`src/rtl/ssps_ram.sv`:
```
module ssps_ram #(
    parameter int WIDTH = 16,
    parameter int DEPTH = 64
) (
    input  logic                     i_clk,
    input  logic                     i_we,
    input  logic [$clog2(DEPTH)-1:0] i_waddr,
    input  logic [WIDTH-1:0]         i_wdata,
    input  logic [$clog2(DEPTH)-1:0] i_raddr,
    output logic [WIDTH-1:0]         o_rdata
);

    logic [WIDTH-1:0] r_mem [DEPTH];

    // One write port and one registered read port.
    always_ff @(posedge i_clk) begin
        if (i_we) begin
            r_mem[i_waddr] <= i_wdata;
        end
        o_rdata <= r_mem[i_raddr];
    end

endmodule

```
`config.mk`:
```
export PLATFORM = sky130hd
export DESIGN_NAME = ssps_ram
export DESIGN_NICKNAME = d
export VERILOG_FILES = /design/src/rtl/ssps_ram.sv
export SDC_FILE = /design/constraint.sdc
export NUM_CORES = 1
export LEC_CHECK = 0
export BUFFER_PORTS_ARGS = -buffer_cell sky130_fd_sc_hd__buf_2
export CORE_ASPECT_RATIO = 1.1
export CORE_UTILIZATION = 60
export CTS_CLUSTER_DIAMETER = 120
export DETAILED_ROUTE_END_ITERATION = 6
export PLACE_DENSITY = 0.78
export RECOVER_POWER = 50
export SLEW_MARGIN = 20
export SYNTH_ARGS = -nofsm -noshare
export SYNTH_HDL_FRONTEND = slang
export SYNTH_SLANG_ARGS = --single-unit
```
`constraint.sdc`:
```
create_clock -name i_clk -period 3.3 [get_ports i_clk]
set_clock_uncertainty 0.2 [all_clocks]
set_input_delay 0.33 -clock i_clk [delete_from_list [all_inputs] [get_ports i_clk]]
set_output_delay 0.33 -clock i_clk [all_outputs]
set_load 0.01 [all_outputs]
```
=== Yosys cells after proc, flatten, opt, wreduce, memory -nomap -nowiden ===
Memories as Yosys holds them, arrays and structs flattened. A register that Yosys moved wholly into a read port is not among the register bits.
Cells that the tools add are included.

* Muxes and demuxes: 2

{| class="wikitable"
|+ Operator list
! operator !! number
|-
| two-way mux 1 bit || 2
|}

* Bits in registers: 0
* RAM bits: 1,024
* Input port bits: 30
* Logic and storage cells: 3
* Memories: 1

{| class="wikitable"
|+ Memory list
! name !! words !! width !! read ports !! clocked after Yosys merged registers in !! wr ports !! RTL line !! RTL
|-
| r_mem || 64 || 16 || 1 || 1 || 1 || 13 || <nowiki>logic [WIDTH-1:0] r_mem [DEPTH];</nowiki>
|}

=== Longest topological paths before layout ===
* Depth after elaboration: 2
* Depth in mapped cells: 10
* Mapped depth without buffers: 5

=== Least setup slack after synthesis ===
No wires, ideal clock.

* Path type: input to register
* Start point: input i_waddr[3]
* End point: memory r_mem[48][0] (enable)
* Arrival: 1,956 ps
* Path slack: 735 ps
* Stages on the path: 4
* Path through: clkbuf_1 nor2b_1 nand4b_1 nor3_1

{| class="wikitable"
|+ RTL lines
! item !! RTL line !! RTL
|-
| start: declaration || 7 || <nowiki>input logic [$clog2(DEPTH)-1:0] i_waddr,</nowiki>
|-
| end: declaration || 13 ||
|}

No word-level cell before the write port.

=== Worst setup path in the final report ===
* Start point: input i_wdata[6]
* End point: memory r_mem[30][6] (data pin)

{| class="wikitable"
|+ RTL lines
! item !! RTL line !! RTL
|-
| start: declaration || 8 || <nowiki>input logic [WIDTH-1:0] i_wdata,</nowiki>
|}

No word-level cell before the write port.

==> summary.txt <==
Yosys
  • Synthesized cell area: roughly 40000 um2
  • EDFF count, synth: ~1000
  • YS warnings: 0
  • Distinct cells, synth: 43
  • Sequential fraction of the synthesis area: between 70% and 80%
  • Leading register cell type out of synthesis: edfxtp_1
  • Mapped Cells: ~1800
  • Avg Inst Size Synth: roughly 22 um2
  • Synth async-reset ratio: 0%
  • FF+latch count, synth: around 1000
  • Syn_nets: roughly 1900

Hold path
  • Hold crit path type: primary input to flip-flop
  • Min-Delay Path Depth: 3

Critical path
  • Worst EP required: 3090 ps
  • Critical Path Stages: 1
  • Slowest Stage Delay on Critical Path: approximately 2200 ps
  • Critical-path maximum fanout: 64
  • CP Cell Sequence: clkbuf_1
  • Critical-path top delay cell: clkbuf_1
  • CP arrival: 2640 ps
  • CP endpoint: r_mem[30][6]
  • Worst r2r path cells: 5
  • Worst Setup End Kind: flip-flop
  • Delay-heaviest family, CP: buffers and inverters
  • Critical Path Source Type: primary input
  • Buffer and inverter count on the worst path: 1
  • Critical Setup Path Class: primary input to flip-flop
  • Worst r2r dst: o_rdata[0]
  • R2R setup slack: between 900 and 1000 ps
  • Worst R2R Start: r_mem[10][0]
  • Crit. Startpoint: i_wdata[6]

Clocking
  • Clk sinks: between 1000 and 1500
  • PostCTS Resize Cnt: 0
  • CTS tree: yes
  • TritonCTS Buffers: slightly below 100
  • H-tree levels: 3
  • Clock latency on the worst-skew pair: between 600 and 700 ps
  • Root buf cell: clkbuf_16
  • Clock Path Buffers: 3
  • Clock-pin slew on the worst setup and hold paths: roughly 60 ps

Route
  • Top routing layer in use: met5
  • DRC violations left: 0
  • WL met2: 47.3 mm
  • Routed wl met3: between 10 and 15 mm
  • DRT Pass-1 Iters: 5
  • DRT met1 WL: 34.1 mm
  • Drt wl/cell: about 33 um
  • Via count: just over 20000
  • Via density: between 6 and 7
  • Drt initial violations: around 2700
  • Post-route ant nets: 0
  • Final WL: between 90 and 100 mm

Power and ir drop
  • Clock power frac: about two fifths
  • Lkg Pwr: approximately 0.014 uW
  • Logic pwr share: approximately 5.2%
  • Power per cell area: 597 nW/um2
  • Worst VDD drop: 0.480 mV
  • Reg power frac: 54.5%
  • Psw: 5670 uW
  • Switching part of the total: 21.1%
  • Pint: 21300 uW

STA
  • Slew Limit Headroom: -114%
  • Slew Viols, Final: between 600 and 700
  • Fin crit period: 2850 ps
  • Crit share post-route: approximately 86%
  • # setup viols final: 0
  • Fmax: roughly 0.35 GHz
  • RSZ-0062 raised after global routing: no
  • Final setup margin: between 400 and 500 ps
  • Worst-margin pin slew: ~3200 ps
  • Fin. Hold Viols: 0
  • Setup TNS: 0 ps

Global route
  • Total track usage: between 20 and 30%
  • Total grt overflow: 0
  • First-pass GRT wire length: between 100 and 150 mm
  • Largest net degree at the start of global routing: between 60 and 70
  • Initial antenna violation count: 3
  • Vias in the first global route: between 20000 and 25000

Floorplanning
  • Io pins: 46
  • Die area: 67800 um2
  • Die W: about 250 um
  • Core area: between 60000 and 70000 um2
  • Die H: 273 um
  • Rows: 98
  • Initial Utilization: 61.2%

Layout
  • Fraction of layout cells with a size suffix above 1: 26.8%
  • Ant. Diodes: 0
  • Area Growth Syn to Fin: 12.6%
  • Nets@finish: about 2100

Run status
  • Failing checks: max-capacitance violations, max-slew violations
  • Outcome: complete, but fails checks

Placed design
  • Gpl congestion: 0.873
  • HPWL after DPL: about 57 mm
  • I/O Buffers: 45
  • Pre-CTS setup slack: approximately 250 ps

Run
  • MaxCap Viol Count: 12
## layout by cell type (no fill, tap or decap), types with 4 or more instances in the layout
cell type	n
clkbuf_8	6
dfxtp_1	16
o21ai_0	5
edfxtp_1	1024
mux2_2	27
nor2_1	72
dlygate4sd3_1	9
buf_12	14
a221o_1	6
a41oi_1	5
a311oi_1	8
nor2b_1	30
a211oi_1	8
clkbuf_1	60
nand3_1	24
clkinv_1	13
a22o_1	6
a211o_1	8
a31oi_1	8
a221oi_1	16
clkbuf_16	99
mux4_2	220
and4_1	5
mux4_1	4
a22oi_1	39
nand2_1	59
a21oi_1	17
buf_2	28
bufinv_16	6
clkinv_2	18
buf_4	131
nand4_1	12
mux2i_1	85
## registers in the layout, summed over array words and instances, names as in the netlist
name     flops
r_mem     1024
o_rdata     16
## metrics by stage
| step | hold WS (ps) | cells | power (uW) | utilization, % | area, um2 |
|---|---|---|---|---|---|
| CTS | 50.9 | 2970 | 27000 | 69.1 | 45200 |
| detailed placement | 390 | 2788 | 16300 | 64.3 | 42100 |
| global placement | 369 | 2788 | 16300 | 64.3 | 42100 |
| floorplan | 229 | 1829 | 15700 | - | 40000 |
| global route | 90.8 | 2970 | 27600 | 68.9 | 45100 |
| finish | 82.8 | 2970 | 26900 | 68.9 | 45100 |
## how the worst min path moves through the flow
stage	slack [ps]	start	to
6_report	80	i_waddr[0]	r_mem[55][9]
4_1_cts	50	i_wdata[7]	r_mem[52][7]
5_1_grt	90	i_waddr[0]	r_mem[55][3]
3_5_place_dp	390	i_wdata[13]	r_mem[18][13]
2_1_floorplan	230	i_wdata[0]	r_mem[0][0]
3_3_place_gp	370	i_wdata[13]	r_mem[23][13]
## cell type report
type,instances,area [um2]
repair buffers,222,1680
clock inverters,43,404
flip-flops and latches,1040,31100
multi-input cells,685,8240
well taps,850,1060
clock buffers,130,2640
fillers,3827,20400
## per-layer routing
metal  vias to the layer above  GRT usage, %
met4                         6          13.7
met1                     10400          38.4
li1                       8107             -
met5                         -             0
met3                       262          6.83
met2                      1401          46.5
## synthesized netlist by cell type, drive strengths merged, types with 16 or more instances
library cell  instances  share of area, %
a21oi                17              0.21
a221oi               16              0.35
a22oi                39              0.73
buf                  77               1.6
clkbuf               27              0.27
dfxtp                16              0.80
edfxtp             1024                77
mux2                 27              0.76
mux2i                85               2.1
mux4                224                13
nand2                60              0.58
nand3                24              0.30
nor2                 74              0.71
nor2b                30              0.47
## what timing repair did
action,in CTS,in global routing
endpoints found under the hold margin,92,0
buffers inserted,0,0
hold buffers,9,0
## power groups by stage
stage,clock network [uW],registers (uW),logic (uW)
floorplan,0,14900,757
global placement,0,14900,1350
detailed placement,0,15000,1390
CTS,10900,14700,1410
global route,11400,14700,1470
finish,10800,14700,1410
## cell families after synthesis
family | share of synthesized area [%]
flops | 77.6
compound gates | 2.41
mux | 15.5
buf+inv | 1.83
simple gates | 2.65
Power figures use the tool's default switching activity.
