File: src/rtl/ssps_pkg.sv
package ssps_pkg;

    // Default capacity of the point set.
    localparam int MAX_ROWS_DEF = 64;
    localparam int MAX_COLS_DEF = 64;

    // Stored keys are coordinates with the sign bit flipped (offset binary).
    localparam int KEY_W = 16;
    localparam logic [KEY_W-1:0] KEY_SIGN = {1'b1, {(KEY_W-1){1'b0}}};

    typedef enum logic [1:0] {
        CMD_CLEAR  = 2'd0,
        CMD_INSERT = 2'd1,
        CMD_APPEND = 2'd2,
        CMD_READ   = 2'd3
    } t_cmd;

    typedef enum logic [2:0] {
        ST_ADDED   = 3'd0,
        ST_PRESENT = 3'd1,
        ST_ORDER   = 3'd2,
        ST_FULL    = 3'd3,
        ST_EMPTY   = 3'd4
    } t_status;

    typedef enum logic [3:0] {
        S_IDLE,
        S_RD_ROW,
        S_RD_COL,
        S_APP_LAST,
        S_BS_ISSUE,
        S_BS_CMP,
        S_CHK_ROW,
        S_ROW_MISS,
        S_ROW_SH,
        S_ROW_SH_WR,
        S_ROW_OPEN,
        S_COL_START,
        S_APP_COL,
        S_CHK_COL,
        S_COL_MISS,
        S_COL_SH
    } t_state;

    typedef struct packed {
        logic [1:0]         cmd;
        logic signed [15:0] row_coord;
        logic signed [15:0] col_coord;
        logic [5:0]         row_slot_in;
        logic [5:0]         col_slot_in;
    } t_cmd_item;

    typedef struct packed {
        logic [2:0]         status;
        logic [5:0]         row_slot;
        logic [5:0]         col_slot;
        logic signed [15:0] row_value;
        logic signed [15:0] col_value;
        logic [6:0]         points_in_row;
        logic [6:0]         rows_in_use;
    } t_result;

    // Converts a stored key back to a signed coordinate.
    function automatic logic signed [15:0] key_to_coord(input logic [KEY_W-1:0] key);
        return $signed(key ^ KEY_SIGN);
    endfunction

    // Converts a signed coordinate to an ordered key.
    function automatic logic [KEY_W-1:0] coord_to_key(input logic signed [15:0] coord);
        return $unsigned(coord) ^ KEY_SIGN;
    endfunction

endpackage

File: src/rtl/ssps_ctrl.sv
module ssps_ctrl #(
    parameter int MAX_ROWS = ssps_pkg::MAX_ROWS_DEF,
    parameter int MAX_COLS = ssps_pkg::MAX_COLS_DEF,
    localparam int RAW = $clog2(MAX_ROWS),
    localparam int CAW = $clog2(MAX_COLS),
    localparam int RCW = $clog2(MAX_ROWS + 1),
    localparam int CCW = $clog2(MAX_COLS + 1),
    localparam int RW  = ssps_pkg::KEY_W + CCW + RAW,
    localparam int KW  = ssps_pkg::KEY_W
) (
    input  logic                  i_clk,
    input  logic                  i_rst_n,
    input  logic                  i_start,
    input  ssps_pkg::t_cmd_item   i_item,
    output logic                  o_busy,
    output ssps_pkg::t_result     o_res,
    output logic                  o_res_valid,
    output logic                  o_row_we,
    output logic [RAW-1:0]        o_row_waddr,
    output logic [RW-1:0]         o_row_wdata,
    output logic [RAW-1:0]        o_row_raddr,
    input  logic [RW-1:0]         i_row_rdata,
    output logic                  o_col_we,
    output logic [RAW+CAW-1:0]    o_col_waddr,
    output logic [KW-1:0]         o_col_wdata,
    output logic [RAW+CAW-1:0]    o_col_raddr,
    input  logic [KW-1:0]         i_col_rdata
);

    localparam int SW = (RCW > CCW) ? RCW : CCW;

    ssps_pkg::t_state  r_state, n_state;
    ssps_pkg::t_cmd    r_cmd, n_cmd;
    logic [5:0]        r_rs, n_rs, r_cs, n_cs;
    logic [KW-1:0]     r_rk, n_rk, r_ck, n_ck;
    logic [RCW-1:0]    r_total, n_total;
    logic [SW-1:0]     r_lo, n_lo, r_hi, n_hi, r_s, n_s;
    logic              r_on_cols, n_on_cols;
    logic [RAW-1:0]    r_r, n_r, r_phys, n_phys;
    logic [CCW-1:0]    r_n, n_n;
    ssps_pkg::t_result r_res, n_res;
    logic              r_res_valid, n_res_valid;

    // Row table entry fields and shared search terms.
    logic [KW-1:0]  w_rkey;
    logic [CCW-1:0] w_rcnt;
    logic [RAW-1:0] w_rphys;
    logic [SW:0]    w_sum;
    logic [SW-1:0]  w_mid, w_sm1;
    logic           w_more, w_bs_lt, w_rows_full, w_cols_full;
    ssps_pkg::t_cmd w_in_cmd;
    logic [KW-1:0]  w_in_rk, w_in_ck;
    logic           w_rd_norow, w_rd_nocol;

    assign w_rkey      = i_row_rdata[RW-1 -: KW];
    assign w_rcnt      = i_row_rdata[RAW +: CCW];
    assign w_rphys     = i_row_rdata[RAW-1:0];
    assign w_sum       = {1'b0, r_lo} + {1'b0, r_hi};
    assign w_mid       = w_sum[SW:1];
    assign w_sm1       = r_s - SW'(1);
    assign w_more      = r_lo < r_hi;
    assign w_bs_lt     = r_on_cols ? (i_col_rdata < r_ck) : (w_rkey < r_rk);
    assign w_rows_full = 32'(r_total) >= 32'(MAX_ROWS);
    assign w_cols_full = 32'(r_n) >= 32'(MAX_COLS);
    assign w_in_cmd    = ssps_pkg::t_cmd'(i_item.cmd);
    assign w_in_rk     = ssps_pkg::coord_to_key(i_item.row_coord);
    assign w_in_ck     = ssps_pkg::coord_to_key(i_item.col_coord);
    assign w_rd_norow  = (32'(i_item.row_slot_in) >= 32'(r_total))
                      || (32'(i_item.row_slot_in) >= 32'(MAX_ROWS));
    assign w_rd_nocol  = (32'(r_cs) >= 32'(w_rcnt)) || (32'(r_cs) >= 32'(MAX_COLS));

    // Registers.
    always_ff @(posedge i_clk) begin
        if (!i_rst_n) begin
            r_state     <= ssps_pkg::S_IDLE;
            r_total     <= '0;
            r_res_valid <= 1'b0;
        end else begin
            r_state     <= n_state;
            r_total     <= n_total;
            r_res_valid <= n_res_valid;
        end
        r_cmd     <= n_cmd;
        r_rs      <= n_rs;
        r_cs      <= n_cs;
        r_rk      <= n_rk;
        r_ck      <= n_ck;
        r_lo      <= n_lo;
        r_hi      <= n_hi;
        r_s       <= n_s;
        r_on_cols <= n_on_cols;
        r_r       <= n_r;
        r_phys    <= n_phys;
        r_n       <= n_n;
        r_res     <= n_res;
    end

    // Next state.
    always_comb begin
        n_state = r_state;
        unique case (r_state)
            ssps_pkg::S_IDLE: begin
                if (i_start) begin
                    unique case (w_in_cmd)
                        ssps_pkg::CMD_CLEAR:  n_state = ssps_pkg::S_IDLE;
                        ssps_pkg::CMD_READ:
                            n_state = w_rd_norow ? ssps_pkg::S_IDLE : ssps_pkg::S_RD_ROW;
                        ssps_pkg::CMD_APPEND:
                            n_state = (r_total == '0) ? ssps_pkg::S_ROW_OPEN
                                                      : ssps_pkg::S_APP_LAST;
                        ssps_pkg::CMD_INSERT: n_state = ssps_pkg::S_BS_ISSUE;
                    endcase
                end
            end
            ssps_pkg::S_RD_ROW:
                n_state = w_rd_nocol ? ssps_pkg::S_IDLE : ssps_pkg::S_RD_COL;
            ssps_pkg::S_RD_COL: n_state = ssps_pkg::S_IDLE;
            ssps_pkg::S_APP_LAST: begin
                priority if (w_rkey < r_rk) begin
                    n_state = w_rows_full ? ssps_pkg::S_IDLE : ssps_pkg::S_ROW_OPEN;
                end else begin
                    n_state = ssps_pkg::S_BS_ISSUE;
                end
            end
            ssps_pkg::S_BS_ISSUE: begin
                priority if (w_more) begin
                    n_state = ssps_pkg::S_BS_CMP;
                end else if (!r_on_cols) begin
                    n_state = (r_lo < SW'(r_total)) ? ssps_pkg::S_CHK_ROW
                                                    : ssps_pkg::S_ROW_MISS;
                end else begin
                    n_state = (r_lo < SW'(r_n)) ? ssps_pkg::S_CHK_COL
                                                : ssps_pkg::S_COL_MISS;
                end
            end
            ssps_pkg::S_BS_CMP: n_state = ssps_pkg::S_BS_ISSUE;
            ssps_pkg::S_CHK_ROW:
                n_state = (w_rkey == r_rk) ? ssps_pkg::S_COL_START : ssps_pkg::S_ROW_MISS;
            ssps_pkg::S_ROW_MISS:
                n_state = w_rows_full ? ssps_pkg::S_IDLE : ssps_pkg::S_ROW_SH;
            ssps_pkg::S_ROW_SH:
                n_state = (r_s > r_lo) ? ssps_pkg::S_ROW_SH_WR : ssps_pkg::S_ROW_OPEN;
            ssps_pkg::S_ROW_SH_WR: n_state = ssps_pkg::S_ROW_SH;
            ssps_pkg::S_ROW_OPEN: n_state = ssps_pkg::S_COL_START;
            ssps_pkg::S_COL_START: begin
                priority if (r_cmd == ssps_pkg::CMD_APPEND) begin
                    n_state = (r_n != '0) ? ssps_pkg::S_APP_COL : ssps_pkg::S_COL_MISS;
                end else begin
                    n_state = ssps_pkg::S_BS_ISSUE;
                end
            end
            ssps_pkg::S_APP_COL:
                n_state = (r_ck <= i_col_rdata) ? ssps_pkg::S_IDLE : ssps_pkg::S_COL_MISS;
            ssps_pkg::S_CHK_COL:
                n_state = (i_col_rdata == r_ck) ? ssps_pkg::S_IDLE : ssps_pkg::S_COL_MISS;
            ssps_pkg::S_COL_MISS:
                n_state = w_cols_full ? ssps_pkg::S_IDLE : ssps_pkg::S_COL_SH;
            // Shifting columns alternates read and write through r_on_cols.
            ssps_pkg::S_COL_SH: begin
                priority if (r_s > r_lo) begin
                    n_state = ssps_pkg::S_COL_SH;
                end else begin
                    n_state = ssps_pkg::S_IDLE;
                end
            end
            default: n_state = ssps_pkg::S_IDLE;
        endcase
    end

    // Datapath, memory control and result.
    always_comb begin
        n_cmd       = r_cmd;
        n_rs        = r_rs;
        n_cs        = r_cs;
        n_rk        = r_rk;
        n_ck        = r_ck;
        n_total     = r_total;
        n_lo        = r_lo;
        n_hi        = r_hi;
        n_s         = r_s;
        n_on_cols   = r_on_cols;
        n_r         = r_r;
        n_phys      = r_phys;
        n_n         = r_n;
        n_res       = r_res;
        n_res_valid = 1'b0;
        o_row_we    = 1'b0;
        o_row_waddr = r_lo[RAW-1:0];
        o_row_wdata = {r_rk, r_n, r_phys};
        o_row_raddr = r_lo[RAW-1:0];
        o_col_we    = 1'b0;
        o_col_waddr = {r_phys, r_s[CAW-1:0]};
        o_col_wdata = i_col_rdata;
        o_col_raddr = {r_phys, w_sm1[CAW-1:0]};
        unique case (r_state)
            ssps_pkg::S_IDLE: begin
                if (i_start) begin
                    n_cmd     = w_in_cmd;
                    n_rs      = i_item.row_slot_in;
                    n_cs      = i_item.col_slot_in;
                    n_rk      = w_in_rk;
                    n_ck      = w_in_ck;
                    n_lo      = '0;
                    n_hi      = SW'(r_total);
                    n_on_cols = 1'b0;
                    o_row_raddr = (r_total == '0) ? '0 : RAW'(r_total - RCW'(1));
                    unique case (w_in_cmd)
                        ssps_pkg::CMD_CLEAR: begin
                            n_total     = '0;
                            n_res_valid = 1'b1;
                            n_res       = '{ssps_pkg::ST_ADDED, '0, '0, '0, '0, '0, '0};
                        end
                        ssps_pkg::CMD_READ: begin
                            o_row_raddr = RAW'(i_item.row_slot_in);
                            if (w_rd_norow) begin
                                n_res_valid = 1'b1;
                                n_res = '{ssps_pkg::ST_EMPTY, i_item.row_slot_in,
                                          i_item.col_slot_in, '0, '0, '0, 7'(r_total)};
                            end
                        end
                        ssps_pkg::CMD_APPEND: begin
                            n_lo = SW'(r_total);
                        end
                        ssps_pkg::CMD_INSERT: begin
                            n_lo = '0;
                        end
                    endcase
                end
            end
            ssps_pkg::S_RD_ROW: begin
                n_rk        = w_rkey;
                n_n         = w_rcnt;
                o_col_raddr = {w_rphys, r_cs[CAW-1:0]};
                if (w_rd_nocol) begin
                    n_res_valid = 1'b1;
                    n_res = '{ssps_pkg::ST_EMPTY, r_rs, r_cs, ssps_pkg::key_to_coord(w_rkey),
                              '0, 7'(w_rcnt), 7'(r_total)};
                end
            end
            ssps_pkg::S_RD_COL: begin
                n_res_valid = 1'b1;
                n_res = '{ssps_pkg::ST_ADDED, r_rs, r_cs, ssps_pkg::key_to_coord(r_rk),
                          ssps_pkg::key_to_coord(i_col_rdata), 7'(r_n), 7'(r_total)};
            end
            ssps_pkg::S_APP_LAST: begin
                priority if (w_rkey < r_rk) begin
                    if (w_rows_full) begin
                        n_res_valid = 1'b1;
                        n_res = '{ssps_pkg::ST_FULL, '0, '0, ssps_pkg::key_to_coord(r_rk),
                                  ssps_pkg::key_to_coord(r_ck), '0, 7'(r_total)};
                    end
                end else begin
                    n_lo = '0;
                    n_hi = SW'(r_total);
                end
            end
            ssps_pkg::S_BS_ISSUE: begin
                priority if (w_more) begin
                    o_row_raddr = w_mid[RAW-1:0];
                    o_col_raddr = {r_phys, w_mid[CAW-1:0]};
                end else begin
                    o_row_raddr = r_lo[RAW-1:0];
                    o_col_raddr = {r_phys, r_lo[CAW-1:0]};
                end
            end
            ssps_pkg::S_BS_CMP: begin
                if (w_bs_lt) begin
                    n_lo = w_mid + SW'(1);
                end else begin
                    n_hi = w_mid;
                end
            end
            ssps_pkg::S_CHK_ROW: begin
                n_r    = r_lo[RAW-1:0];
                n_n    = w_rcnt;
                n_phys = w_rphys;
            end
            ssps_pkg::S_ROW_MISS: begin
                n_s = SW'(r_total);
                if (w_rows_full) begin
                    n_res_valid = 1'b1;
                    n_res = '{ssps_pkg::ST_FULL, '0, '0, ssps_pkg::key_to_coord(r_rk),
                              ssps_pkg::key_to_coord(r_ck), '0, 7'(r_total)};
                end
            end
            ssps_pkg::S_ROW_SH: begin
                o_row_raddr = w_sm1[RAW-1:0];
            end
            // Move one row table entry up by one slot.
            ssps_pkg::S_ROW_SH_WR: begin
                o_row_we    = 1'b1;
                o_row_waddr = r_s[RAW-1:0];
                o_row_wdata = i_row_rdata;
                n_s         = w_sm1;
            end
            // The new row takes the next free column block.
            ssps_pkg::S_ROW_OPEN: begin
                o_row_we    = 1'b1;
                o_row_waddr = r_lo[RAW-1:0];
                o_row_wdata = {r_rk, {CCW{1'b0}}, r_total[RAW-1:0]};
                n_r         = r_lo[RAW-1:0];
                n_n         = '0;
                n_phys      = r_total[RAW-1:0];
                n_total     = r_total + RCW'(1);
            end
            ssps_pkg::S_COL_START: begin
                o_col_raddr = {r_phys, CAW'(r_n - CCW'(1))};
                n_lo        = SW'(r_n);
                if (r_cmd != ssps_pkg::CMD_APPEND) begin
                    n_lo      = '0;
                    n_hi      = SW'(r_n);
                    n_on_cols = 1'b1;
                end
            end
            ssps_pkg::S_APP_COL: begin
                if (r_ck <= i_col_rdata) begin
                    n_res_valid = 1'b1;
                    n_res = '{ssps_pkg::ST_ORDER, 6'(r_r), '0, ssps_pkg::key_to_coord(r_rk),
                              ssps_pkg::key_to_coord(r_ck), 7'(r_n), 7'(r_total)};
                end
            end
            ssps_pkg::S_CHK_COL: begin
                if (i_col_rdata == r_ck) begin
                    n_res_valid = 1'b1;
                    n_res = '{ssps_pkg::ST_PRESENT, 6'(r_r), 6'(r_lo),
                              ssps_pkg::key_to_coord(r_rk), ssps_pkg::key_to_coord(r_ck),
                              7'(r_n), 7'(r_total)};
                end
            end
            ssps_pkg::S_COL_MISS: begin
                n_s       = SW'(r_n);
                n_on_cols = 1'b0;
                if (w_cols_full) begin
                    n_res_valid = 1'b1;
                    n_res = '{ssps_pkg::ST_FULL, 6'(r_r), '0, ssps_pkg::key_to_coord(r_rk),
                              ssps_pkg::key_to_coord(r_ck), 7'(r_n), 7'(r_total)};
                end
            end
            // r_on_cols low: read the entry below; high: write it one slot up.
            ssps_pkg::S_COL_SH: begin
                priority if (r_s > r_lo) begin
                    if (!r_on_cols) begin
                        o_col_raddr = {r_phys, w_sm1[CAW-1:0]};
                        n_on_cols   = 1'b1;
                    end else begin
                        o_col_we    = 1'b1;
                        o_col_waddr = {r_phys, r_s[CAW-1:0]};
                        o_col_wdata = i_col_rdata;
                        n_s         = w_sm1;
                        n_on_cols   = 1'b0;
                    end
                end else begin
                    o_col_we    = 1'b1;
                    o_col_waddr = {r_phys, r_lo[CAW-1:0]};
                    o_col_wdata = r_ck;
                    o_row_we    = 1'b1;
                    o_row_waddr = r_r;
                    o_row_wdata = {r_rk, r_n + CCW'(1), r_phys};
                    n_res_valid = 1'b1;
                    n_res = '{ssps_pkg::ST_ADDED, 6'(r_r), 6'(r_lo),
                              ssps_pkg::key_to_coord(r_rk), ssps_pkg::key_to_coord(r_ck),
                              7'(r_n + CCW'(1)), 7'(r_total)};
                end
            end
            default: begin
                n_res_valid = 1'b0;
            end
        endcase
    end

    assign o_busy      = (r_state != ssps_pkg::S_IDLE);
    assign o_res       = r_res;
    assign o_res_valid = r_res_valid;

endmodule

File: config.mk
export PLATFORM = sky130hd
export DESIGN_NAME = ssps_ctrl
export DESIGN_NICKNAME = d
export VERILOG_FILES = /design/src/rtl/ssps_pkg.sv /design/src/rtl/ssps_ctrl.sv
export SDC_FILE = /design/constraint.sdc
export NUM_CORES = 1
export LEC_CHECK = 0
export CORE_MARGIN = 2
export CORE_UTILIZATION = 45
export CTS_CLUSTER_DIAMETER = 60
export DETAILED_ROUTE_END_ITERATION = 12
export DONT_BUFFER_PORTS = 1
export PLACE_DENSITY = 0.63
export SETUP_SLACK_MARGIN = 0.4
export SLEW_MARGIN = 5
export SYNTH_ARGS = -nofsm -noshare
export SYNTH_HDL_FRONTEND = slang
export SYNTH_SLANG_ARGS = --single-unit
export TNS_END_PERCENT = 5
File: constraint.sdc
create_clock -name i_clk -period 13.25 [get_ports i_clk]
set_input_delay 2.65 -clock i_clk [delete_from_list [all_inputs] [get_ports i_clk]]
set_output_delay 2.65 -clock i_clk [all_outputs]
set_load 0.1 [all_outputs]
* Word-level counts from Yosys, hierarchy flattened
Index checks and enable logic that the tools add are counted.
Word-level totals: memories kept 0, register bits 160, latch bits 0, output and inout port bits 146, input bits 94, memory bits (writable) 0, memory bits (read-only) 0
Operators by class: $mul 0, shift operators 0, add/sub/neg operators 7, reductions and logical operators 24, div/mod/pow operators 0, bitwise operators 6, magnitude comparators 11, muxes and demuxes 89, eq/ne operators 38
Operators with widths (count):
- $mux W61 | 9
- $pmux W61 S9 | 1
- $pmux W61 S2 | 1
- $mux W7 | 13
- $pmux W29 S3 | 1
- $pmux W7 S4 | 3
- $pmux W4 S16 | 1
- $mux W4 | 13
- $mux W16 | 3
- $mux W6 | 8
- $pmux W12 S3 | 1
- $eq A16 B16 Y1 | 2
- $eq A4 B4 Y1 const B | 8
- $lt A16 B16 Y1 | 2
- $pmux W16 S2 | 1
- $ne A2 B2 Y1 const B | 14
- $pmux W7 S2 | 2
- $pmux W6 S2 | 2
- $add A7 B1 Y7 const B | 3
- $lt A7 B7 Y1 | 3
- $mux W1 | 19
- $pmux W6 S3 | 1
- $eq A4 B3 Y1 const B | 4
- $le A16 B16 Y1 | 1
- 33 further kinds | 59

* Longest topological paths before layout
Gate-level depths: netlist of run 1.
word-level depth 5, gate-level depth with buffers 10, gate-level depth less buffers 8

* Least setup slack after synthesis of run 1
OpenSTA, ideal clock, no wires.
path type input to register, start point input port i_row_rdata[23], end point register r_res, in the netlist o_res[0] (enable), arrival time 9845 ps, stages 7, slack 2775 ps, buffers on the path 0, setup time 631 ps, cells stage by stage ha_1 -> and3_2 -> a221oi_1 -> o21ai_1 -> nor3_1 -> nor2b_1 -> nor4_1
On the way: longest elaborated chain between the ends 3
RTL lines:
- start, declared | line ssps_ctrl.sv:22 | input logic [RW-1:0] i_row_rdata,
- $lt A16 B16 Y1 | line ssps_ctrl.sv:246 | priority if (w_rkey < r_rk) begin
- $ne A2 B2 Y1 (no line)
- $reduce_and A10 Y1 (no line)
- end signal, assigned | line ssps_ctrl.sv:95 | r_res <= n_res;
- end, declared | line ssps_ctrl.sv:41 | ssps_pkg::t_result r_res, n_res;
No other way between the ends. A chain may end at the register's enable or synchronous reset.

* Final worst setup path of run 1
start point input port i_item[44] in the netlist's numbering, end point output port o_row_raddr[1]
On the way: longest elaborated chain between the ends 4
RTL lines:
- start, declared | line ssps_ctrl.sv:14 | input ssps_pkg::t_cmd_item i_item,
- $eq A2 B2 Y1 | line ssps_ctrl.sv:207 | unique case (w_in_cmd)
- $mux W6 | line ssps_ctrl.sv:207
- $mux W6 | line ssps_ctrl.sv:197 | if (i_start) begin
- $pmux W6 S3 | line ssps_ctrl.sv:195 | unique case (r_state)
- end, declared | line ssps_ctrl.sv:21 | output logic [RAW-1:0] o_row_raddr,
No other way between the ends.

==> results of run 1 <==
cell type report:
type                            count  area share (%)
Clock buffer                       17            3.58
Clock inverter                     15            1.16
Inverter                           88            2.78
Multi-Input combinational cell    835            48.2
Sequential cell                   160            39.5
Tap cell                          319            3.36
Timing Repair Buffer               21            1.50
cell usage after synthesis, types with 4 or more instances:
master,count
a211oi_1,12
a21o_1,18
a21oi_1,59
a221o_1,10
a221oi_1,12
a222oi_1,4
a22o_1,32
a22oi_1,29
a31oi_1,5
a32oi_1,6
and2_1,14
buf_1,4
buf_2,7
clkbuf_1,46
dfxtp_1,12
edfxtp_1,148
ha_1,87
inv_1,87
mux2_2,7
nand2_1,166
nand2b_1,16
nand3_1,19
nand4_1,10
nor2_1,61
nor2b_1,12
nor3_1,27
nor4_1,4
o211ai_1,9
o21ai_0,94
o21ai_1,9
o221ai_1,5
o22ai_1,10
xnor2_1,22
xor2_1,4
placed cells by master (no fill, tap or decap), types with 8 or more instances in the layout:
cell type  instances
a221oi_1          12
ha_1              87
dfxtp_1           12
o211ai_1           9
nor2b_1           12
nand2_1          166
o21ai_0           49
inv_1             87
a22oi_1           29
o22ai_1           10
o21ai_1            8
a211oi_1          12
nor3_1            25
nor2_1            60
o21ai_2           46
and2_1            14
xnor2_1           22
nand4_1           10
nand3_1           19
a21o_1            18
a21oi_1           53
clkbuf_16         17
edfxtp_1         148
a22o_1            32
nand2b_1          16
buf_4             20
a221o_1           10
flip-flops by register name, indices dropped and copies added, names as in the netlist, 2 cells and up:
| register | count |
|---|---|
| r_hi | 7 |
| r_total | 7 |
| o_res | 61 |
| r_state | 4 |
| r_rs | 6 |
| r_ck | 16 |
| r_phys | 6 |
| r_lo | 7 |
| r_n | 7 |
| r_r | 6 |
| r_cmd | 2 |
| r_s | 7 |
| r_rk | 16 |
| r_cs | 6 |
how the worst max path moves through the flow:
stage                     from              to  slack (ns)  cells past startpoint
2_1_floorplan  i_row_rdata[23]        o_res[0]        2.77                      7
3_3_place_gp        i_item[44]  o_row_raddr[1]        5.94                      5
3_5_place_dp        i_item[44]  o_row_raddr[1]        5.90                      5
4_1_cts             i_item[44]  o_row_raddr[1]        5.90                      5
5_1_grt             i_item[44]  o_row_raddr[1]        5.83                      5
6_report            i_item[44]  o_row_raddr[1]        5.87                      5
through the flow:
stage	std cells	utilization, %	hold slack [ns]	setup slack [ns]
2_1_floorplan	1144	-	0.455	2.77
3_3_place_gp	1423	48.2	0.543	5.94
3_5_place_dp	1423	48.2	0.550	5.90
4_1_cts	1455	50.6	0.570	5.90
5_1_grt	1455	50.6	0.592	5.83
6_report	1455	50.6	0.569	5.87
cells by family after synthesis:
logic type	Yosys count	share of synthesized area, %
adders and majority gates	88	10.3
buffers and inverters	149	5.57
DFF	160	43.5
AOI/OAI and AO/OA	350	21.9
xor gates and xnor gates	26	2.11
and+or+nand+nor	361	15.6
muxes	10	1.01
routing by layer:
layer / GRT usage, % / vias up / part of all wire, %
li1: - / 4193 / -
met1: 36.9 / 4433 / 41
met2: 43.0 / 549 / 45
met3: 8.23 / 61 / 12
met4: 7.80 / 2 / 2.3
met5: 0 / - / 0.020
==> reports/qor.txt, run 1 <==
Status: completed
CP Data Required Time: 10.60 ns
IO buf count: 0
Initial antenna violation count: 1
CTS tree: done
Largest area contributor in the netlist: edfxtp_1
CTS max path bufs: 2
Initial core utilization: 45.9%
Top cell type's share of synthesized area: 41.2%
Setup CP Type: primary input to output port
Hold Crit Start: r_rk[10]
Core box area: 0.0235 mm^2
Syn nets: 1,326
Setup Viol. Count Final: 0
Endpoints failing hold: 0
Worst-path cell chain: ha_1 > or2_1 > o21ai_0 > a221oi_1 > a21oi_2
RSZ-0062 raised after global routing: no
FILL cells: 2,162
Rel. slew slack: 16.3%
Post-CTS Resized: 0
Sequential cell area: 0.00468 mm^2
Placer Congestion: 0.964
Min-Delay Path Depth: 1
Site Rows: 56
CP max stage cell: a21oi_2
Async SR Flop Fraction: 0%
Post-DP HPWL: 26.0 mm
Fin crit period: 7.38 ns
Largest net degree at the start of global routing: 59
H-tree levels: 4
Max cap viols: 0
Via count: 9,238
Critical Path Start Type: primary input
# IOs: 240
Die width: 159 um
Drt pass-1 iters: 6
Synth warn: 0
# nets final: 1,305
Largest cells by area after synthesis: edfxtp_1, ha_1, nand2_1
Share of the yosys chip area belonging to registers: 43.5%
Clk slew on worst S/H paths: 0.08 ns
Drt total wl: 35.1 mm
Number of setup buffers added after CTS: 0
Via density: 6.35
Area of the multi-input gates: 0.00572 mm^2
FF+latch count, synth: 160
Worst clock skew: 0.0140 ns
Worst Reg-to-Reg Cells: 8
Number of synthesized flops with an enable pin: 148
First-iteration detailed-routing DRC count: 1,239
Post-route ant nets: 0
Final instance area: 0.0119 mm^2
Layout cells sized above 1: 12.0%
Yosys cell types: 80
Slew Limit Fails: 0
FF-to-FF setup slack: 9.07 ns
Tcrit/Tclk final: 55.7%
Crit Reg-Reg Endpoint: o_res[47]
Hold Path Sink: o_res[40]
Synth Instances: 1,144
Post-synthesis average cell area: 9.42 um^2
Placed Area: 0.0113 mm^2
Fmax: 135 MHz
CP top delay family: compound AO/OA/AOI/OAI gates
Synthesized cell area: 0.0108 mm^2
TritonCTS Buffers: 17
DRC Markers: 0
Max incr delay on CP: 0.95 ns
Hold WC Path Type: flip-flop to flip-flop
Die ar.: 0.0252 mm^2
Worst EP arrival: 4.73 ns
First-pass GRT wire length: 53.4 mm
Crit path buf inv count: 0
Launching point of the worst reg2reg path: r_lo[5]
Primary FF master, synth: edfxtp_1
Measured slew at the worst slew-check pin: 1.26 ns
Hold_buf cts: 0
Critical path capture point type: output port
Vias in the first global route: 8,868
Crit-path max FO: 11
Die Y: 159 um
Area delta synth->final: 10.2%
Root Driver: clkbuf_16
Grt ovf: 0
Final setup TNS: 0 ns
Routed len/inst: 24.1 um
Antenna cells: 0
Clk_lat worst skew: 0.44 ns
TritonCTS Sinks: 160
Tot GR Track Use: 27.4%
Power of run 1 is left out: the tool's default activity adds up to more than one toggle a clock period on the data nets, which glitch-free logic cannot reach.
==> inputs of run 2 (changes only) <==
==> constraint.sdc (replaced) <==
create_clock -name i_clk -period 7.73 [get_ports i_clk]
set_input_delay 1.546 -clock i_clk [delete_from_list [all_inputs] [get_ports i_clk]]
set_output_delay 1.546 -clock i_clk [all_outputs]
set_load 0.1 [all_outputs]
==> run 2 against run 1 <==
Compared with the run above:
- flip-flop and latch count unchanged
- cell count about the same
- count of clock-buffer cells in the layout unchanged
- critical endpoint is now o_col_wdata[4]
- setup slack worse by 4.2 ns
- worst hold slack worse by 0.00059 ns
==> reports/qor.txt, run 2 (synthesis results as in run 1) <==
Status: completed
Number of setup buffers added after CTS: 0
Critical Path Start Type: flip-flop
H-tree levels: 4
Setup CP Type: flip-flop to output port
Crit Reg-Reg Endpoint: r_s[4]
Worst EP arrival: 4.47 ns
First-iteration detailed-routing DRC count: 1,024
# nets final: 1,306
Drt pass-1 iters: 9
Min-Delay Path Depth: 1
Final setup TNS: 0 ns
Hold_buf cts: 0
Slew Limit Fails: 0
Rel. slew slack: 12.7%
Die ar.: 0.0252 mm^2
CP Data Required Time: 6.18 ns
DRC Markers: 0
RSZ-0062 raised after global routing: no
Hold Path Sink: o_res[33]
Via density: 6.27
Site Rows: 56
First-pass GRT wire length: 54.3 mm
CTS max path bufs: 2
Die width: 159 um
Antenna cells: 0
Routed len/inst: 24.4 um
Highest-count cells in the layout ignoring fill and taps: nand2_1, edfxtp_1, inv_1, ha_1, nor2_1
Max reg flops: 61
Fin crit period: 6.01 ns
CTS tree: done
Crit-path max FO: 26
Post-CTS Resized: 0
Layout cells sized above 1: 12.0%
Drt total wl: 35.5 mm
Die Y: 159 um
Placer Congestion: 0.990
Hold Crit Start: r_rk[3]
IO buf count: 0
Vias in the first global route: 8,847
Measured slew at the worst slew-check pin: 1.31 ns
Hold WC Path Type: flip-flop to flip-flop
Via count: 9,128
Worst Reg-to-Reg Cells: 8
TritonCTS Sinks: 160
Max cap viols: 0
Worst clock skew: 0.0166 ns
FILL cells: 2,145
# IOs: 240
Sequential cell area: 0.00468 mm^2
Tot GR Track Use: 27.9%
FF-to-FF setup slack: 4.02 ns
Area delta synth->final: 10.6%
Grt ovf: 0
Post-route ant nets: 0
Clk_lat worst skew: 0.44 ns
Critical path capture point type: output port
Largest net degree at the start of global routing: 53
Area of the multi-input gates: 0.00572 mm^2
Fmax: 166 MHz
TritonCTS Buffers: 17
Clk slew on worst S/H paths: 0.07 ns
Most common cell after layout, fill and taps aside: nand2_1
Setup Viol. Count Final: 0
Initial core utilization: 45.9%
Launching point of the worst reg2reg path: r_lo[1]
Endpoints failing hold: 0
Tcrit/Tclk final: 77.8%
Post-DP HPWL: 26.3 mm
Root Driver: clkbuf_16
Core box area: 0.0235 mm^2
Initial antenna violation count: 0
[run 2: metal layers]
layer,GRT usage (%),up-vias,wire (um)
li1,-,4193,-
met1,37.8,4303,14900
met2,42.8,569,15800
met3,8.96,63,4020
met4,8.42,0,790
met5,0,-,0
[run 2: how the worst max path moves through the flow]
stage	start	endpoint	slack (ns)
2_1_floorplan	i_row_rdata[23]	o_res[0]	0.92
3_3_place_gp	r_state[2]	o_col_wdata[12]	2.40
3_5_place_dp	r_state[2]	o_col_wdata[4]	2.28
4_1_cts	r_state[2]	o_col_wdata[4]	1.82
5_1_grt	r_state[2]	o_col_wdata[4]	1.41
6_report	r_state[2]	o_col_wdata[4]	1.72
[run 2: stage by stage]
step                      cell area (um^2)  utilization, %  instances  setup WS (ns)  hold slack (ns)
after detailed placement             11300            48.2       1424           2.28            0.553
after floorplan                      10800               -       1144          0.923            0.455
after global routing                 11900            50.8       1456           1.41            0.590
final                                11900            50.8       1456           1.72            0.568
after global placement               11300            48.2       1424           2.40            0.542
after CTS                            11900            50.8       1456           1.82            0.570
[run 2: final cells by class]
type,instances,share of cell area [%]
Clock buffer,17,3.57
Clock inverter,15,1.39
Inverter,88,2.77
Multi-Input combinational cell,835,48.0
Sequential cell,160,39.3
Tap cell,319,3.35
Timing Repair Buffer,22,1.55
[run 2: worst max-delay path: stages, from the launching register on]
cell and delay, ns:
dfxtp_1 0.81, and2_1 0.75, nand3_1 0.59, a21oi_4 0.89, buf_4 0.43, nand2_1 0.12, o21ai_2 0.42
Power of run 2 is left out for the same reason.
==> inputs of run 3 (changes only) <==
--- a/config.mk
+++ b/config.mk
@@ -5,6 +5,7 @@
 export SDC_FILE = /design/constraint.sdc
 export NUM_CORES = 1
 export LEC_CHECK = 0
+export ABC_AREA = 1
 export CORE_MARGIN = 2
 export CORE_UTILIZATION = 45
 export CTS_CLUSTER_DIAMETER = 60
==> constraint.sdc (replaced) <==
create_clock -name i_clk -period 5.8 [get_ports i_clk]
set_input_delay 1.16 -clock i_clk [delete_from_list [all_inputs] [get_ports i_clk]]
set_output_delay 1.16 -clock i_clk [all_outputs]
set_load 0.1 [all_outputs]
==> run 3 against run 2 <==
Compared with the run above:
- critical path depth rose by 5
- clock skew fell by 0.0041 ns
- worst hold slack improved by 0.015 ns
- sequential share of layout area fell by 0.90 points
- count of clock-buffer cells in the layout did not move
- core utilization rose by 1.3 points
- register-to-register slack got worse by 1.8 ns
- area after synthesis fell by 0.98%
- non-clock buffer count rose by 22
==> reports/qor.txt, run 3 <==
Synth Instances: 1,264
Hold WC Path Type: flip-flop to flip-flop
Setup Viol. Count Final: 0
Synthesized cell area: 0.0107 mm^2
CP dominant cell by count: nand2_1
# IOs: 240
Hold_buf cts: 0
CP max stage cell: edfxtp_1
Critical path capture point type: output port
Grt ovf: 0
Clk_lat worst skew: 0.44 ns
Most common cell after layout, fill and taps aside: nand2_1
Initial core utilization: 45.6%
TritonCTS Buffers: 17
Tcrit/Tclk final: 84.0%
First-iteration detailed-routing DRC count: 944
H-tree levels: 4
Highest-count cells in the layout ignoring fill and taps: nand2_1, inv_1, edfxtp_1
Initial antenna violation count: 0
Critical Path Start Type: flip-flop
Setup CP Type: flip-flop to output port
Crit path buf inv count: 2
Syn nets: 1,446
CTS max path bufs: 2
Clk slew on worst S/H paths: 0.07 ns
First-pass GRT wire length: 53.4 mm
Via count: 9,368
Hold Slack: 0.583 ns
Slew Limit Fails: 0
Worst EP arrival: 3.71 ns
Area of the multi-input gates: 0.00540 mm^2
# nets final: 1,474
Die width: 158 um
Max reg flops: 61
Count leader, synth: nand2_1
Primary FF master, synth: edfxtp_1
Max incr delay on CP: 0.58 ns
Post-synthesis average cell area: 8.44 um^2
Post-route ant nets: 0
Tot GR Track Use: 29.1%
FILL cells: 2,279
Rel. slew slack: 14.6%
Site Rows: 56
Drt total wl: 36.6 mm
DRC Markers: 0
Area delta synth->final: 14.3%
Crit-path max FO: 34
Die ar.: 0.0250 mm^2
Core box area: 0.0234 mm^2
Fmax: 205 MHz
Routed len/inst: 22.6 um
Post-DP HPWL: 28.3 mm
Antenna cells: 0
Placer Congestion: 1.02
CP top delay family: simple AND/OR/NAND/NOR gates
FF+latch count, synth: 160
CP Data Required Time: 4.64 ns
Endpoints failing hold: 0
Measured slew at the worst slew-check pin: 1.28 ns
Number of synthesized flops with an enable pin: 148
Fin crit period: 4.87 ns
Layout cells sized above 1: 13.8%
Synth warn: 0
IO buf count: 0
Worst clock skew: 0.0125 ns
Via density: 5.77
Final setup TNS: 0 ns
Synth top cells by count: nand2_1, inv_1, edfxtp_1, o21ai_0, ha_1
Share of the yosys chip area belonging to registers: 43.9%
Largest net degree at the start of global routing: 60
RSZ-0062 raised after global routing: no
Worst-path cell chain: inv_1 > ha_1 > nand2_1 > o21ai_0 > nand2_1 > nand2_1 > nand2_1 > nand2_4 > nand2_1 > o221ai_2 > buf_4
Yosys cell types: 42
Vias in the first global route: 8,929
Die Y: 158 um
Status: completed
Root Driver: clkbuf_16
Top cell type's share of synthesized area: 41.7%
CTS tree: done
TritonCTS Sinks: 160
Max cap viols: 0
Drt pass-1 iters: 8
Async SR Flop Fraction: 0%
Sequential cell area: 0.00468 mm^2
Largest area contributor in the netlist: edfxtp_1
Largest cells by area after synthesis: edfxtp_1, ha_1, nand2_1
==> run 3: changes by cell type in the layout (fill, tap and decap cells not counted), sizes merged, moves of 14 or more <==
| cell | change |
|---|---|
| buf | +22 |
| nand3 | +27 |
| o21ai | +17 |
| o221ai | +34 |
| o22ai | +24 |
| nand2b | -16 |
| inv | +116 |
| a22o | -32 |
| a21o | -14 |
| nand2 | +107 |
| a22oi | -17 |
| and2 | -15 |
| nor2 | +35 |
| xnor2 | -18 |
==> run 3: logic make-up after synthesis <==
logic type / share of synthesized area [%]
AOI/OAI and AO/OA: 16.3
xor gates and xnor gates: 1.40
adders and majority gates: 10.4
buffers and inverters: 8.82
DFF: 43.9
and+or+nand+nor: 19.2
==> run 3: path summary, 6_finish.rpt <==
kind | endpoint | start | depth (start not counted) | slack [ns]
setup reg to reg | o_res[3] | r_lo[4] | 13 | 2.22
hold / removal | o_res[55] | r_rs[3] | 2 | 0.58
setup / recovery | o_row_wdata[7] | r_lo[1] | 11 | 0.93
hold reg to reg | o_res[55] | r_rs[3] | 2 | 0.58
==> run 3: through the flow <==
stage          area (um^2)  setup WS, ns  utilization (%)  instances
2_1_floorplan        10700         0.454                -       1264
3_3_place_gp         11600          1.19             49.5       1592
3_5_place_dp         11600          1.02             49.5       1592
4_1_cts              12200         0.562             52.1       1623
5_1_grt              12200         0.713             52.1       1623
6_report             12200         0.929             52.1       1623
==> run 3: what timing repair did <==
| action | CTS | global route |
|---|---|---|
| setup endpoints to repair | 0 | 7 |
| gates resized for setup | 0 | 1 |
| setup buffers | 0 | 0 |
| endpoints found under the hold margin | 0 | 0 |
==> run 3: worst register-to-register path, stage by stage, from the launching register on <==
cell and delay (ns):
edfxtp_1 0.60, inv_1 0.23, ha_1 0.36, nand2_1 0.05, nor2_1 0.13, nand4_1 0.11, nand2_1 0.24, nor2_1 0.13
nor2_1 0.11, nand2_1 0.09, inv_1 0.08, nand4_1 0.13, nor2_4 0.54, buf_4 0.44
==> run 3: area by class of cell <==
type / instances / area share (%)
clock inverters: 14 / 1.41
repair buffers: 44 / 2.71
multi-input cells: 859 / 44.2
flip-flops and latches: 160 / 38.4
inverters: 210 / 6.46
well taps: 319 / 3.27
clock buffers: 17 / 3.49
==> run 3: routing by layer <==
layer	track usage, %	up-vias	wire length, um	share of wire (%)
li1	-	4447	-	-
met1	37.3	4455	15400	42
met2	47.5	402	17100	47
met3	6.65	64	2860	7.8
met4	11.7	0	1260	3.4
met5	0	-	0	0
Power of run 3 is left out for the same reason.
